<file path="src/rtl/assert_macros.svh">
// Assertion macros shared by the RTL files of the base32 decoder.
`ifndef ASSERT_MACROS_SVH
`define ASSERT_MACROS_SVH

`ifndef ASSERT_OFF

`define B32_ASSERT(lbl, clk, rstn, prop, msg) \
  lbl: assert property (@(posedge clk) disable iff (!rstn) (prop)) else $error(msg);

`define B32_ASSERT_NEXT(lbl, clk, rstn, pre, post, msg) \
  lbl: assert property (@(posedge clk) disable iff (!rstn) (pre) |=> (post)) else $error(msg);

`else

`define B32_ASSERT(lbl, clk, rstn, prop, msg)

`define B32_ASSERT_NEXT(lbl, clk, rstn, pre, post, msg)

`endif

`endif

</file>
<file path="src/rtl/b32_pkg.sv">
// Types and constants shared by the base32 decoder modules.
package b32_pkg;

  localparam int QUEUE_DEPTH = 2;

  localparam logic [7:0] PAD_CHAR = 8'h3D;

  // character classes handed from front to back
  localparam logic [1:0] KIND_SYM = 2'd0;
  localparam logic [1:0] KIND_PAD = 2'd1;
  localparam logic [1:0] KIND_BAD = 2'd2;

  // decode status of the current string
  localparam logic [1:0] ST_RUN  = 2'd0;
  localparam logic [1:0] ST_STOP = 2'd1;
  localparam logic [1:0] ST_ERR  = 2'd2;

  typedef struct packed {
    logic [1:0] kind;
    logic [4:0] sym;
    logic       last;
  } entry_t;

endpackage

</file>
<file path="src/rtl/b32_ifs.sv">
// Valid/ready stream interfaces for the decoder input and result channels.
interface b32_in_if;
  logic       valid;
  logic       ready;
  logic [7:0] char_code;
  logic       string_end;

  modport source (output valid, output char_code, output string_end, input ready);
  modport sink (input valid, input char_code, input string_end, output ready);
endinterface

interface b32_out_if;
  logic       valid;
  logic       ready;
  logic [7:0] byte_value;
  logic       byte_valid;
  logic       bad_symbol;
  logic       end_of_string;

  modport source (output valid, output byte_value, output byte_valid,
                  output bad_symbol, output end_of_string, input ready);
  modport sink (input valid, input byte_value, input byte_valid,
                input bad_symbol, input end_of_string, output ready);
endinterface

</file>
<file path="src/rtl/base32_stream_decoder.sv">
// Top level of the streaming base32 decoder: front, queue and back.
//
// Usage: in_ch carries one character per beat (char_code, string_end marks the
// last character of a string). out_ch carries at most one result beat per
// character: a decoded byte, a bad-symbol flag, and end_of_string on the beat
// for the final character. After a bad_symbol beat the consumer discards the
// bytes already received for that string.
// Path: an accepted character is stored in the front-to-back queue, and its
// result beat is then held in the result register.
// Throughput: one character per cycle, sustained while out_ch is ready; the
// back end's accumulator update is the only loop.
// Reset (rst_n low, synchronous) empties the queue, clears the accumulator and
// restarts decoding in the running state.
// When out_ch stalls, the result register holds its beat and the queue absorbs
// up to QUEUE_DEPTH further characters before in_ch.ready drops.
module base32_stream_decoder #(
  parameter int QUEUE_DEPTH = b32_pkg::QUEUE_DEPTH
) (
  input  logic      clk,
  input  logic      rst_n,
  b32_in_if.sink    in_ch,
  b32_out_if.source out_ch
);

  logic            q_push, q_full, q_pop, q_empty;
  b32_pkg::entry_t q_wdata, q_rdata;

  b32_front u_front (
    .in_ch  (in_ch),
    .q_full (q_full),
    .q_push (q_push),
    .q_data (q_wdata)
  );

  b32_fifo #(.DEPTH(QUEUE_DEPTH)) u_fifo (
    .clk       (clk),
    .rst_n     (rst_n),
    .push      (q_push),
    .push_data (q_wdata),
    .full      (q_full),
    .pop       (q_pop),
    .pop_data  (q_rdata),
    .empty     (q_empty)
  );

  b32_back u_back (
    .clk     (clk),
    .rst_n   (rst_n),
    .q_empty (q_empty),
    .q_data  (q_rdata),
    .q_pop   (q_pop),
    .out_ch  (out_ch)
  );

endmodule

</file>
<file path="src/rtl/b32_front.sv">
// Front end: accepts characters and classifies them into symbol, pad or bad.
module b32_front (
  b32_in_if.sink          in_ch,
  input  logic            q_full,
  output logic            q_push,
  output b32_pkg::entry_t q_data
);

  logic [7:0] c;

  assign c           = in_ch.char_code;
  assign in_ch.ready = !q_full;
  assign q_push      = in_ch.valid && !q_full;

  always_comb begin
    q_data.last = in_ch.string_end;
    q_data.sym  = 5'd0;
    if (c >= 8'h41 && c <= 8'h5A) begin
      q_data.kind = b32_pkg::KIND_SYM;
      q_data.sym  = 5'(c - 8'h41);
    end else if (c >= 8'h32 && c <= 8'h37) begin
      // '2'..'7' map to 26..31
      q_data.kind = b32_pkg::KIND_SYM;
      q_data.sym  = 5'(c - 8'h18);
    end else if (c == b32_pkg::PAD_CHAR) begin
      q_data.kind = b32_pkg::KIND_PAD;
    end else begin
      q_data.kind = b32_pkg::KIND_BAD;
    end
  end

endmodule

</file>
<file path="src/rtl/b32_fifo.sv">
// Short queue of classified characters between front and back.
`include "assert_macros.svh"

module b32_fifo #(
  parameter int DEPTH = b32_pkg::QUEUE_DEPTH
) (
  input  logic            clk,
  input  logic            rst_n,
  input  logic            push,
  input  b32_pkg::entry_t push_data,
  output logic            full,
  input  logic            pop,
  output b32_pkg::entry_t pop_data,
  output logic            empty
);

  localparam int PW = (DEPTH > 1) ? $clog2(DEPTH) : 1;
  localparam int CW = $clog2(DEPTH + 1);
  localparam logic [PW-1:0] LAST_PTR = PW'(DEPTH - 1);

  b32_pkg::entry_t mem_r [DEPTH];
  logic [PW-1:0]   wr_ptr_r, wr_ptr_nxt;
  logic [PW-1:0]   rd_ptr_r, rd_ptr_nxt;
  logic [CW-1:0]   count_r, count_nxt;
  logic            do_push, do_pop;

  assign full     = (count_r == CW'(DEPTH));
  assign empty    = (count_r == '0);
  assign do_push  = push && !full;
  assign do_pop   = pop && !empty;
  assign pop_data = mem_r[rd_ptr_r];

  always_comb begin
    wr_ptr_nxt = wr_ptr_r;
    rd_ptr_nxt = rd_ptr_r;
    count_nxt  = count_r;
    if (do_push) begin
      wr_ptr_nxt = (wr_ptr_r == LAST_PTR) ? '0 : wr_ptr_r + 1'b1;
    end
    if (do_pop) begin
      rd_ptr_nxt = (rd_ptr_r == LAST_PTR) ? '0 : rd_ptr_r + 1'b1;
    end
    case ({do_push, do_pop})
      2'b10:   count_nxt = count_r + 1'b1;
      2'b01:   count_nxt = count_r - 1'b1;
      default: count_nxt = count_r;
    endcase
  end

  always_ff @(posedge clk) begin
    if (!rst_n) begin
      wr_ptr_r <= '0;
      rd_ptr_r <= '0;
      count_r  <= '0;
    end else begin
      wr_ptr_r <= wr_ptr_nxt;
      rd_ptr_r <= rd_ptr_nxt;
      count_r  <= count_nxt;
    end
  end

  always_ff @(posedge clk) begin
    if (do_push) begin
      mem_r[wr_ptr_r] <= push_data;
    end
  end

  `B32_ASSERT(a_no_underflow, clk, rst_n, !(pop && empty), "pop from empty queue")
  `B32_ASSERT(a_count_bound, clk, rst_n, count_r <= CW'(DEPTH), "queue count overrun")

endmodule

</file>
<file path="src/rtl/b32_back.sv">
// Back end: bit accumulator, decode status and registered result beat.
`include "assert_macros.svh"

module b32_back (
  input  logic            clk,
  input  logic            rst_n,
  input  logic            q_empty,
  input  b32_pkg::entry_t q_data,
  output logic            q_pop,
  b32_out_if.source       out_ch
);

  logic [11:0] acc_r, acc_nxt;
  logic [2:0]  bits_r, bits_nxt;
  logic [1:0]  status_r, status_nxt;
  logic        out_valid_r;
  logic [7:0]  byte_r;
  logic        byte_valid_r, bad_r, eos_r;

  logic        take;
  logic [11:0] sym_acc;
  logic [3:0]  held5;
  logic [3:0]  held;
  logic        have_byte, bad;
  logic [7:0]  byte_val;

  assign take    = !q_empty && (!out_valid_r || out_ch.ready);
  assign q_pop   = take;
  assign sym_acc = {acc_r[6:0], q_data.sym};
  assign held5   = {1'b0, bits_r} + 4'd5;
  assign held    = held5 - 4'd8;

  always_comb begin
    acc_nxt    = acc_r;
    bits_nxt   = bits_r;
    status_nxt = status_r;
    have_byte  = 1'b0;
    bad        = 1'b0;
    byte_val   = 8'd0;
    if (take) begin
      if (status_r == b32_pkg::ST_RUN) begin
        case (q_data.kind)
          b32_pkg::KIND_SYM: begin
            acc_nxt = sym_acc;
            if (held5 >= 4'd8) begin
              have_byte = 1'b1;
              byte_val  = 8'(sym_acc >> held[2:0]);
              bits_nxt  = held[2:0];
            end else begin
              bits_nxt = held5[2:0];
            end
          end
          b32_pkg::KIND_PAD: status_nxt = b32_pkg::ST_STOP;
          default: begin
            status_nxt = b32_pkg::ST_ERR;
            bad        = 1'b1;
          end
        endcase
      end
      // end of string restarts the decoder
      if (q_data.last) begin
        acc_nxt    = '0;
        bits_nxt   = '0;
        status_nxt = b32_pkg::ST_RUN;
      end
    end
  end

  always_ff @(posedge clk) begin
    if (!rst_n) begin
      acc_r       <= '0;
      bits_r      <= '0;
      status_r    <= b32_pkg::ST_RUN;
      out_valid_r <= 1'b0;
    end else begin
      acc_r    <= acc_nxt;
      bits_r   <= bits_nxt;
      status_r <= status_nxt;
      if (take) begin
        out_valid_r <= have_byte || bad || q_data.last;
      end else if (out_ch.ready) begin
        out_valid_r <= 1'b0;
      end
    end
  end

  always_ff @(posedge clk) begin
    if (take) begin
      byte_r       <= byte_val;
      byte_valid_r <= have_byte;
      bad_r        <= bad;
      eos_r        <= q_data.last;
    end
  end

  assign out_ch.valid         = out_valid_r;
  assign out_ch.byte_value    = byte_r;
  assign out_ch.byte_valid    = byte_valid_r;
  assign out_ch.bad_symbol    = bad_r;
  assign out_ch.end_of_string = eos_r;

  `B32_ASSERT_NEXT(a_restart, clk, rst_n, take && q_data.last,
                   bits_r == 3'd0 && acc_r == 12'd0 && status_r == b32_pkg::ST_RUN,
                   "state not cleared after end of string")
  `B32_ASSERT(a_halted_quiet, clk, rst_n,
              !(take && status_r != b32_pkg::ST_RUN && (have_byte || bad)),
              "byte or error after decode stopped")
  `B32_ASSERT(a_bad_no_byte, clk, rst_n, !(out_valid_r && bad_r && byte_valid_r),
              "error beat carries a byte")

endmodule

</file>
<file path="src/flat_wrapper.sv">
// flat-port wrapper written by rule: the top's interface ports become plain ports
module base32_stream_decoder_flat 
#(
  parameter int QUEUE_DEPTH = b32_pkg::QUEUE_DEPTH
)
  (clk, rst_n, in_ch_valid, in_ch_char_code, in_ch_string_end, in_ch_ready, out_ch_valid, out_ch_byte_value, out_ch_byte_valid, out_ch_bad_symbol, out_ch_end_of_string, out_ch_ready);
  b32_in_if in_ch_i ();
  b32_out_if out_ch_i ();
  input  logic clk;
  input  logic rst_n;
  input wire logic [$bits(in_ch_i.valid)-1:0] in_ch_valid;
  input wire logic [$bits(in_ch_i.char_code)-1:0] in_ch_char_code;
  input wire logic [$bits(in_ch_i.string_end)-1:0] in_ch_string_end;
  output wire logic [$bits(in_ch_i.ready)-1:0] in_ch_ready;
  output wire logic [$bits(out_ch_i.valid)-1:0] out_ch_valid;
  output wire logic [$bits(out_ch_i.byte_value)-1:0] out_ch_byte_value;
  output wire logic [$bits(out_ch_i.byte_valid)-1:0] out_ch_byte_valid;
  output wire logic [$bits(out_ch_i.bad_symbol)-1:0] out_ch_bad_symbol;
  output wire logic [$bits(out_ch_i.end_of_string)-1:0] out_ch_end_of_string;
  input wire logic [$bits(out_ch_i.ready)-1:0] out_ch_ready;
  assign in_ch_i.valid = in_ch_valid;
  assign in_ch_i.char_code = in_ch_char_code;
  assign in_ch_i.string_end = in_ch_string_end;
  assign in_ch_ready = in_ch_i.ready;
  assign out_ch_valid = out_ch_i.valid;
  assign out_ch_byte_value = out_ch_i.byte_value;
  assign out_ch_byte_valid = out_ch_i.byte_valid;
  assign out_ch_bad_symbol = out_ch_i.bad_symbol;
  assign out_ch_end_of_string = out_ch_i.end_of_string;
  assign out_ch_i.ready = out_ch_ready;
  base32_stream_decoder #(.QUEUE_DEPTH(QUEUE_DEPTH)) u_core (.clk(clk), .rst_n(rst_n), .in_ch(in_ch_i), .out_ch(out_ch_i));
endmodule
</file>
<file path="config.mk">
export PLATFORM = sky130hd
export DESIGN_NAME = base32_stream_decoder_flat
export DESIGN_NICKNAME = d
export VERILOG_FILES = /design/src/rtl/b32_pkg.sv /design/src/rtl/b32_ifs.sv /design/src/rtl/base32_stream_decoder.sv /design/src/rtl/b32_front.sv /design/src/rtl/b32_fifo.sv /design/src/rtl/b32_back.sv /design/src/flat_wrapper.sv
export VERILOG_INCLUDE_DIRS = /design/src /design/src/rtl
export SDC_FILE = /design/constraint.sdc
export NUM_CORES = 1
export LEC_CHECK = 0
export BUFFER_PORTS_ARGS = -buffer_cell sky130_fd_sc_hd__buf_2
export CORE_MARGIN = 2
export CORE_UTILIZATION = 50
export DETAILED_ROUTE_END_ITERATION = 8
export PLACE_DENSITY = 0.74
export SLEW_MARGIN = 0
export SYNTH_ARGS = -nofsm -noshare
export SYNTH_HDL_FRONTEND = slang
export SYNTH_HIERARCHICAL = 1
export SYNTH_SLANG_ARGS = --single-unit
export TNS_END_PERCENT = 5
</file>
<file path="constraint.sdc">
create_clock -name clk -period 6.8 [get_ports clk]
set_input_delay 0.34 -clock clk [delete_from_list [all_inputs] [get_ports clk]]
set_output_delay 0.34 -clock clk [all_outputs]
set_load 0.02 [all_outputs]
</file>
# == After elaboration in Yosys (flattened, before gate mapping) ==
# Memory sizes are Yosys's and may differ from the RTL's. A register that Yosys moved wholly into a read port is not among the register bits.
# Index checks and enable logic that the tools add are counted.
# W data, S select, Z words.
# word_totals
register_bits,28
mem_bits_rw,16
out_inout_bits,13
elab_cells,85
n_memories,1
# mem_list
name,words,word_bits,read_ports,rd_ports_with_merged_regs,wr,line,source
u_core.u_fifo.mem_r,2,8,1,1,1,b32_fifo.sv:21,b32_pkg::entry_t mem_r [DEPTH];
# classes
addsub,8
order_cmp,5
n_eq_ne,6
n_shift,1
mux,30
reduce_logical,23
# ops
operator,n
$mux W7,4
$mux W1,15
$mux W3,4
$shr A12 B3 Y8,1
$reduce_and A3 Y1,3
$eq A8 B6 Y1 const B,1
$ge A8 B6 Y1 const B,1
$ge A8 B7 Y1 const B,1
$le A8 B6 Y1 const B,1
$le A8 B7 Y1 const B,1
$mux W2,4
$pmux W2 S2,2
$reduce_bool A2 Y1,4
$logic_and A1 B1 Y1,6
$logic_not A2 Y1,3
$mux W5,1
$sub A5 B1 Y5 const B,1
$sub A5 B5 Y5 const B,1
$add A3 B3 Y4 const B,1
$eq A2 B1 Y1 const B,2
$eq A2 B2 Y1 const B,2
$ge A4 B4 Y1 const B,1
$logic_not A1 Y1,3
$logic_or A1 B1 Y1,3
other kinds (6),7

# == Longest topological paths before layout ==
# depth
ltp_word,9
depth_mapped,8
depth_no_buf,8

# == Cells and area by module ==
# The synthesis kept the hierarchy.
# modules_own_cells
module,instances,cells_per_inst,area_per_inst_um2
b32_back,1,123,1288.7
b32_fifo,1,51,810.8
b32_front,1,45,302.8

# == Least setup slack after synthesis ==
# No wires, ideal clock.
# synth_timing
path_type,register -> register
start,"register u_core.u_back.out_valid_r, in the netlist u_core/u_back/out_ch.valid"
end,register u_core.u_fifo.count_r[1]
setup_ns,0.070
arrival_time_ns,2.171
required_ns,6.730
slack_ns,4.559
path_stages_with_launch,7
path_cell_list,dfxtp_1 -> nor2b_1 -> nor2_1 -> o21a_1 -> ha_1 -> or3_1 -> a21boi_1
# synth_via
elab_chain_len,6
elab_cells_between_ends,8
classes_between,eq/ne (2); mux (1); reduce/logical (5)
# synth_lines
item,line,source
"start, declared",b32_back.sv:16,logic out_valid_r;
"start signal, assigned",b32_back.sv:80,out_valid_r <= have_byte || bad || q_data.last;
$logic_not A1 Y1 (*),b32_back.sv:27,assign take = !q_empty && (!out_valid_r || out_ch.ready);
$logic_or A1 B1 Y1 (*),b32_back.sv:27,
$logic_and A1 B1 Y1 (*),b32_back.sv:27,
named net u_core.q_pop,base32_stream_decoder.sv:25,"logic q_push, q_full, q_pop, q_empty;"
$logic_and A1 B1 Y1 (*),b32_fifo.sv:30,assign do_pop = pop && !empty;
named net u_core.u_fifo.do_pop,b32_fifo.sv:25,"logic do_push, do_pop;"
$eq A2 B1 Y1 / $eq A2 B2 Y1 (equally long branches),b32_fifo.sv:43,"case ({do_push, do_pop})"
$pmux W2 S2 / $reduce_bool A2 Y1 (equally long branches),--,
"end signal, assigned",b32_fifo.sv:58,count_r <= count_nxt;
"end, declared",b32_fifo.sv:24,"logic [CW-1:0] count_r, count_nxt;"
# The timed path passes the listed nets; every way through them passes the cells marked *.
# A chain may end at the register's enable or synchronous reset.

# == Worst setup path after layout ==
# layout_timing
start,register u_core.u_fifo.count_r[0]
end,register u_core.u_fifo.count_r[1]
# layout_via
elab_chain_len,6
elab_cells_between_ends,14
classes_between,add/sub (2); eq/ne (3); mux (1); reduce/logical (8)
# layout_lines
item,line,source
$logic_not A2 Y1 (*),b32_fifo.sv:28,assign empty = (count_r == '0);
named net u_core.q_empty,base32_stream_decoder.sv:25,
$logic_not A1 Y1 (*),b32_back.sv:27,
$logic_and A1 B1 Y1 (*),b32_back.sv:27,
named net u_core.q_pop,base32_stream_decoder.sv:25,
$logic_and A1 B1 Y1 (*),b32_fifo.sv:30,
named net u_core.u_fifo.do_pop,b32_fifo.sv:25,
$eq A2 B1 Y1 / $eq A2 B2 Y1 (equally long branches),b32_fifo.sv:43,
$pmux W2 S2 / $reduce_bool A2 Y1 (equally long branches),--,
# Marked as above.

==> qor.yml <==
timing_hold_violations_final: 0
fin_setup_tns_ps: 0
grt_antenna_before_repair: 0
drt-wirelength-per-cell_um: 13.7
internal_power_uw: 597
grt_overflow: 0
syn_area_per_cell_um2: 11.0
grtUsageTotal_pct: 17.1
cts_buffer_depth: 2
dieArea_um2: 5380
max_freq_ghz: 0.404
area_growth_pct: 11.1
synth_area_um2: 2400
grt_max_degree: 20
grt_pass1_wl_mm: 7.11
rsz0062_at_grt: "no"
hold-path-cell-count: 1
ys.flop_type: "edfxtp_1"
reg2reg_depth: 6
cpPeakStageDelay_ps: 820
rows: 25
tritoncts: "yes"
post_cts_resized: 0
drv_cap: 0
final-max-slew-violation-count: 0
cp.required_ps: 7030
wl_met3_um: 140
p_clk_share_pct: 21.2
leakagePower_uw: 0.000975
portBuffers: 25
status: "complete, no violations"
whs_ps: 253
die_y_um: 73.3
drive_gt1_share_pct: 22.8
synth-async-reset-ratio_pct: 0
synth_nets: 238
ir_drop_uv: 159
htree_levels: 2
cpMostUsedCell: "nor2_1"
power_density_nw_per_um2: 341
critPathKind: "reg2reg"
finalNonFillerCells: 300
cp.buffers_inverters: 0
dp.cells: 292
cp-end-kind: "flip-flop"
crit_path_start_kind: "flip-flop"
insertion_delay_ps: 290
relSlewSlack_pct: 29.6
cp_max_fo: 16
seq_area_frac_synth_pct: 48.8
wirelength_mm: 4.10
drtIter0Drc: 103
utilization_pct: 56.9
worstHoldPathType: "in2reg"
yosys_warnings: 6
dp_hpwl_mm: 3.10
cp_top_family: "simple AND/OR/NAND/NOR gates"
ys_ff_latch: 45
clk_pin_slew_ps: 80
worstMarginPinSlew_ps: 1050
antenna_left: 0
fillerInstances: 389
dr_wl_met2_mm: 2.00
period_minus_slack_ps: 2470
cts.sinks: 45
synth_cell_types: 54
fin_nets: 264
cp_cell_sequence: "nor2_1, nor2_1, o21a_1, ha_1, or3_1, a21boi_1"
power_frac_comb_pct: 34.7
postSynthCellCount: 219
core_area_um2: 4690
die_width_um: 73.3
power_frac_seq_pct: 44.0
cp_data_arrival_time_ps: 2700
drt-vias-per-instance: 5.61
vias: 1684
p_sw_share_pct: 34.4
start_util_pct: 51.2
postCtsHoldBufs: 0
power_switching_uw: 313
grt_pass1_vias: 1579
routed.top_layer: "met4"
finalSetupViolCount: 0
cts_root_buf: "clkbuf_8"
synth_edf_count: 27
drc: 0
worst-path-stages: 6
io-pin-count: 26
clock_skew_ps: 9.02
cts_buffers: 5
drt-met1-wl_mm: 1.86
diodes: 0
firstDrtPassIters: 4
period_share_pct: 36.4
critical_path.slowest_cell: "nor2_1"
place.gp.congestion: 0.807
postCtsSetupRepairBufs: 0
-- synth_stat cells (2+ instances only) --
library cell / number / share of area (%)
a21boi_1: 4 / 1.3
a21oi_1: 6 / 1.3
a22oi_1: 8 / 2.5
and3_1: 2 / 0.52
buf_4: 2 / 0.62
clkbuf_1: 3 / 0.47
dfxtp_1: 18 / 15
edfxtp_1: 27 / 34
ha_1: 6 / 3.1
inv_1: 11 / 1.7
mux2_2: 14 / 6.6
mux2i_1: 11 / 4.6
nand2_1: 12 / 1.9
nand2b_1: 3 / 0.78
nand3_1: 3 / 0.62
nand4b_1: 2 / 0.73
nor2_1: 14 / 2.2
nor2b_1: 12 / 3.1
nor3_1: 5 / 1.0
o211ai_1: 2 / 0.62
o21a_1: 2 / 0.62
o21ai_0: 5 / 1.0
o22ai_1: 8 / 2.1
or3_1: 4 / 1.0
or4_1: 2 / 0.62
xnor2_1: 4 / 1.5
xor2_1: 2 / 0.73
-- registers in the layout, indices dropped and copies added, names as in the netlist, named ones only --
register and cells:
u_core/u_fifo/mem_r 16, u_core/u_back/out_ch.valid 1, u_core/u_back/out_ch.end_of_string 1, u_core/u_back/status_r 2
u_core/u_fifo/wr_ptr_r 1, u_core/u_back/acc_r 7, u_core/u_back/out_ch.byte_value 8, u_core/u_fifo/rd_ptr_r 1
u_core/u_back/out_ch.bad_symbol 1, u_core/u_back/bits_r 3, u_core/u_back/out_ch.byte_valid 1, u_core/u_fifo/count_r 2
-- area by class of cell --
class                   instances  area [µm²]  area share, %
clock buffers                   6        72.6           2.72
clock inverters                 2        33.8           1.27
inverters                      13        48.8           1.83
multi-input cells             155        1150           43.1
flip-flops and latches         45        1170           43.9
well taps                      54        67.6           2.53
repair buffers                 25         125           4.69
-- cells in the final DEF (no fill, tap or decap), types with 3 or more instances in the layout --
| cell | count |
|---|---|
| mux2i_1 | 11 |
| nor2b_1 | 12 |
| a22oi_1 | 8 |
| mux2_2 | 14 |
| or3_1 | 4 |
| edfxtp_1 | 27 |
| ha_1 | 6 |
| o22ai_1 | 8 |
| nand3_1 | 3 |
| buf_2 | 25 |
| nor2_1 | 14 |
| inv_1 | 11 |
| o21ai_0 | 5 |
| dfxtp_1 | 18 |
| nor3_1 | 5 |
| clkbuf_8 | 5 |
| a21oi_1 | 6 |
| xnor2_1 | 4 |
| a21boi_1 | 4 |
| nand2_1 | 12 |
| nand2b_1 | 3 |
-- stage by stage --
| step | power, µW | setup slack (ps) | instance area (µm²) |
|---|---|---|---|
| floorplan | 646 | 4560 | 2400 |
| global placement | 717 | 4390 | 2560 |
| detailed placement | 722 | 4310 | 2560 |
| CTS | 916 | 4290 | 2670 |
| global route | 964 | 4130 | 2670 |
| finish | 910 | 4330 | 2670 |
-- power by group through the flow --
stage / sequential, µW / combinational (µW) / clock, µW
floorplan: 435 / 211 / 0
global placement: 404 / 314 / 0
detailed placement: 406 / 316 / 0
CTS: 401 / 319 / 196
global route: 408 / 348 / 208
finish: 401 / 316 / 193
-- worst paths after layout --
path                                to  slack, ps                startpoint
max           u_core/u_fifo/count_r[1]       4330  u_core/u_fifo/count_r[0]
min reg2reg     u_core/u_fifo/wr_ptr_r        500    u_core/u_fifo/wr_ptr_r
max reg2reg   u_core/u_fifo/count_r[1]       4330  u_core/u_fifo/count_r[0]
min          u_core/u_fifo/mem_r[1][0]        250          in_ch_string_end
-- cells by family after synthesis --
| group | synth area share (%) |
|---|---|
| AOI/OAI and AO/OA | 13.5 |
| buffers and inverters | 3.33 |
| muxes | 11.1 |
| and+or+nand+nor | 18.0 |
| DFF | 48.8 |
| xor gates and xnor gates | 2.19 |
| adders and majority gates | 3.12 |
-- metal layers --
layer,vias up,track usage (%)
met5,-,0
met4,0,8.69
met3,8,2.88
met2,38,27.6
met1,778,22.3
li1,860,-
Note: power is estimated with default switching activity, not from simulation.
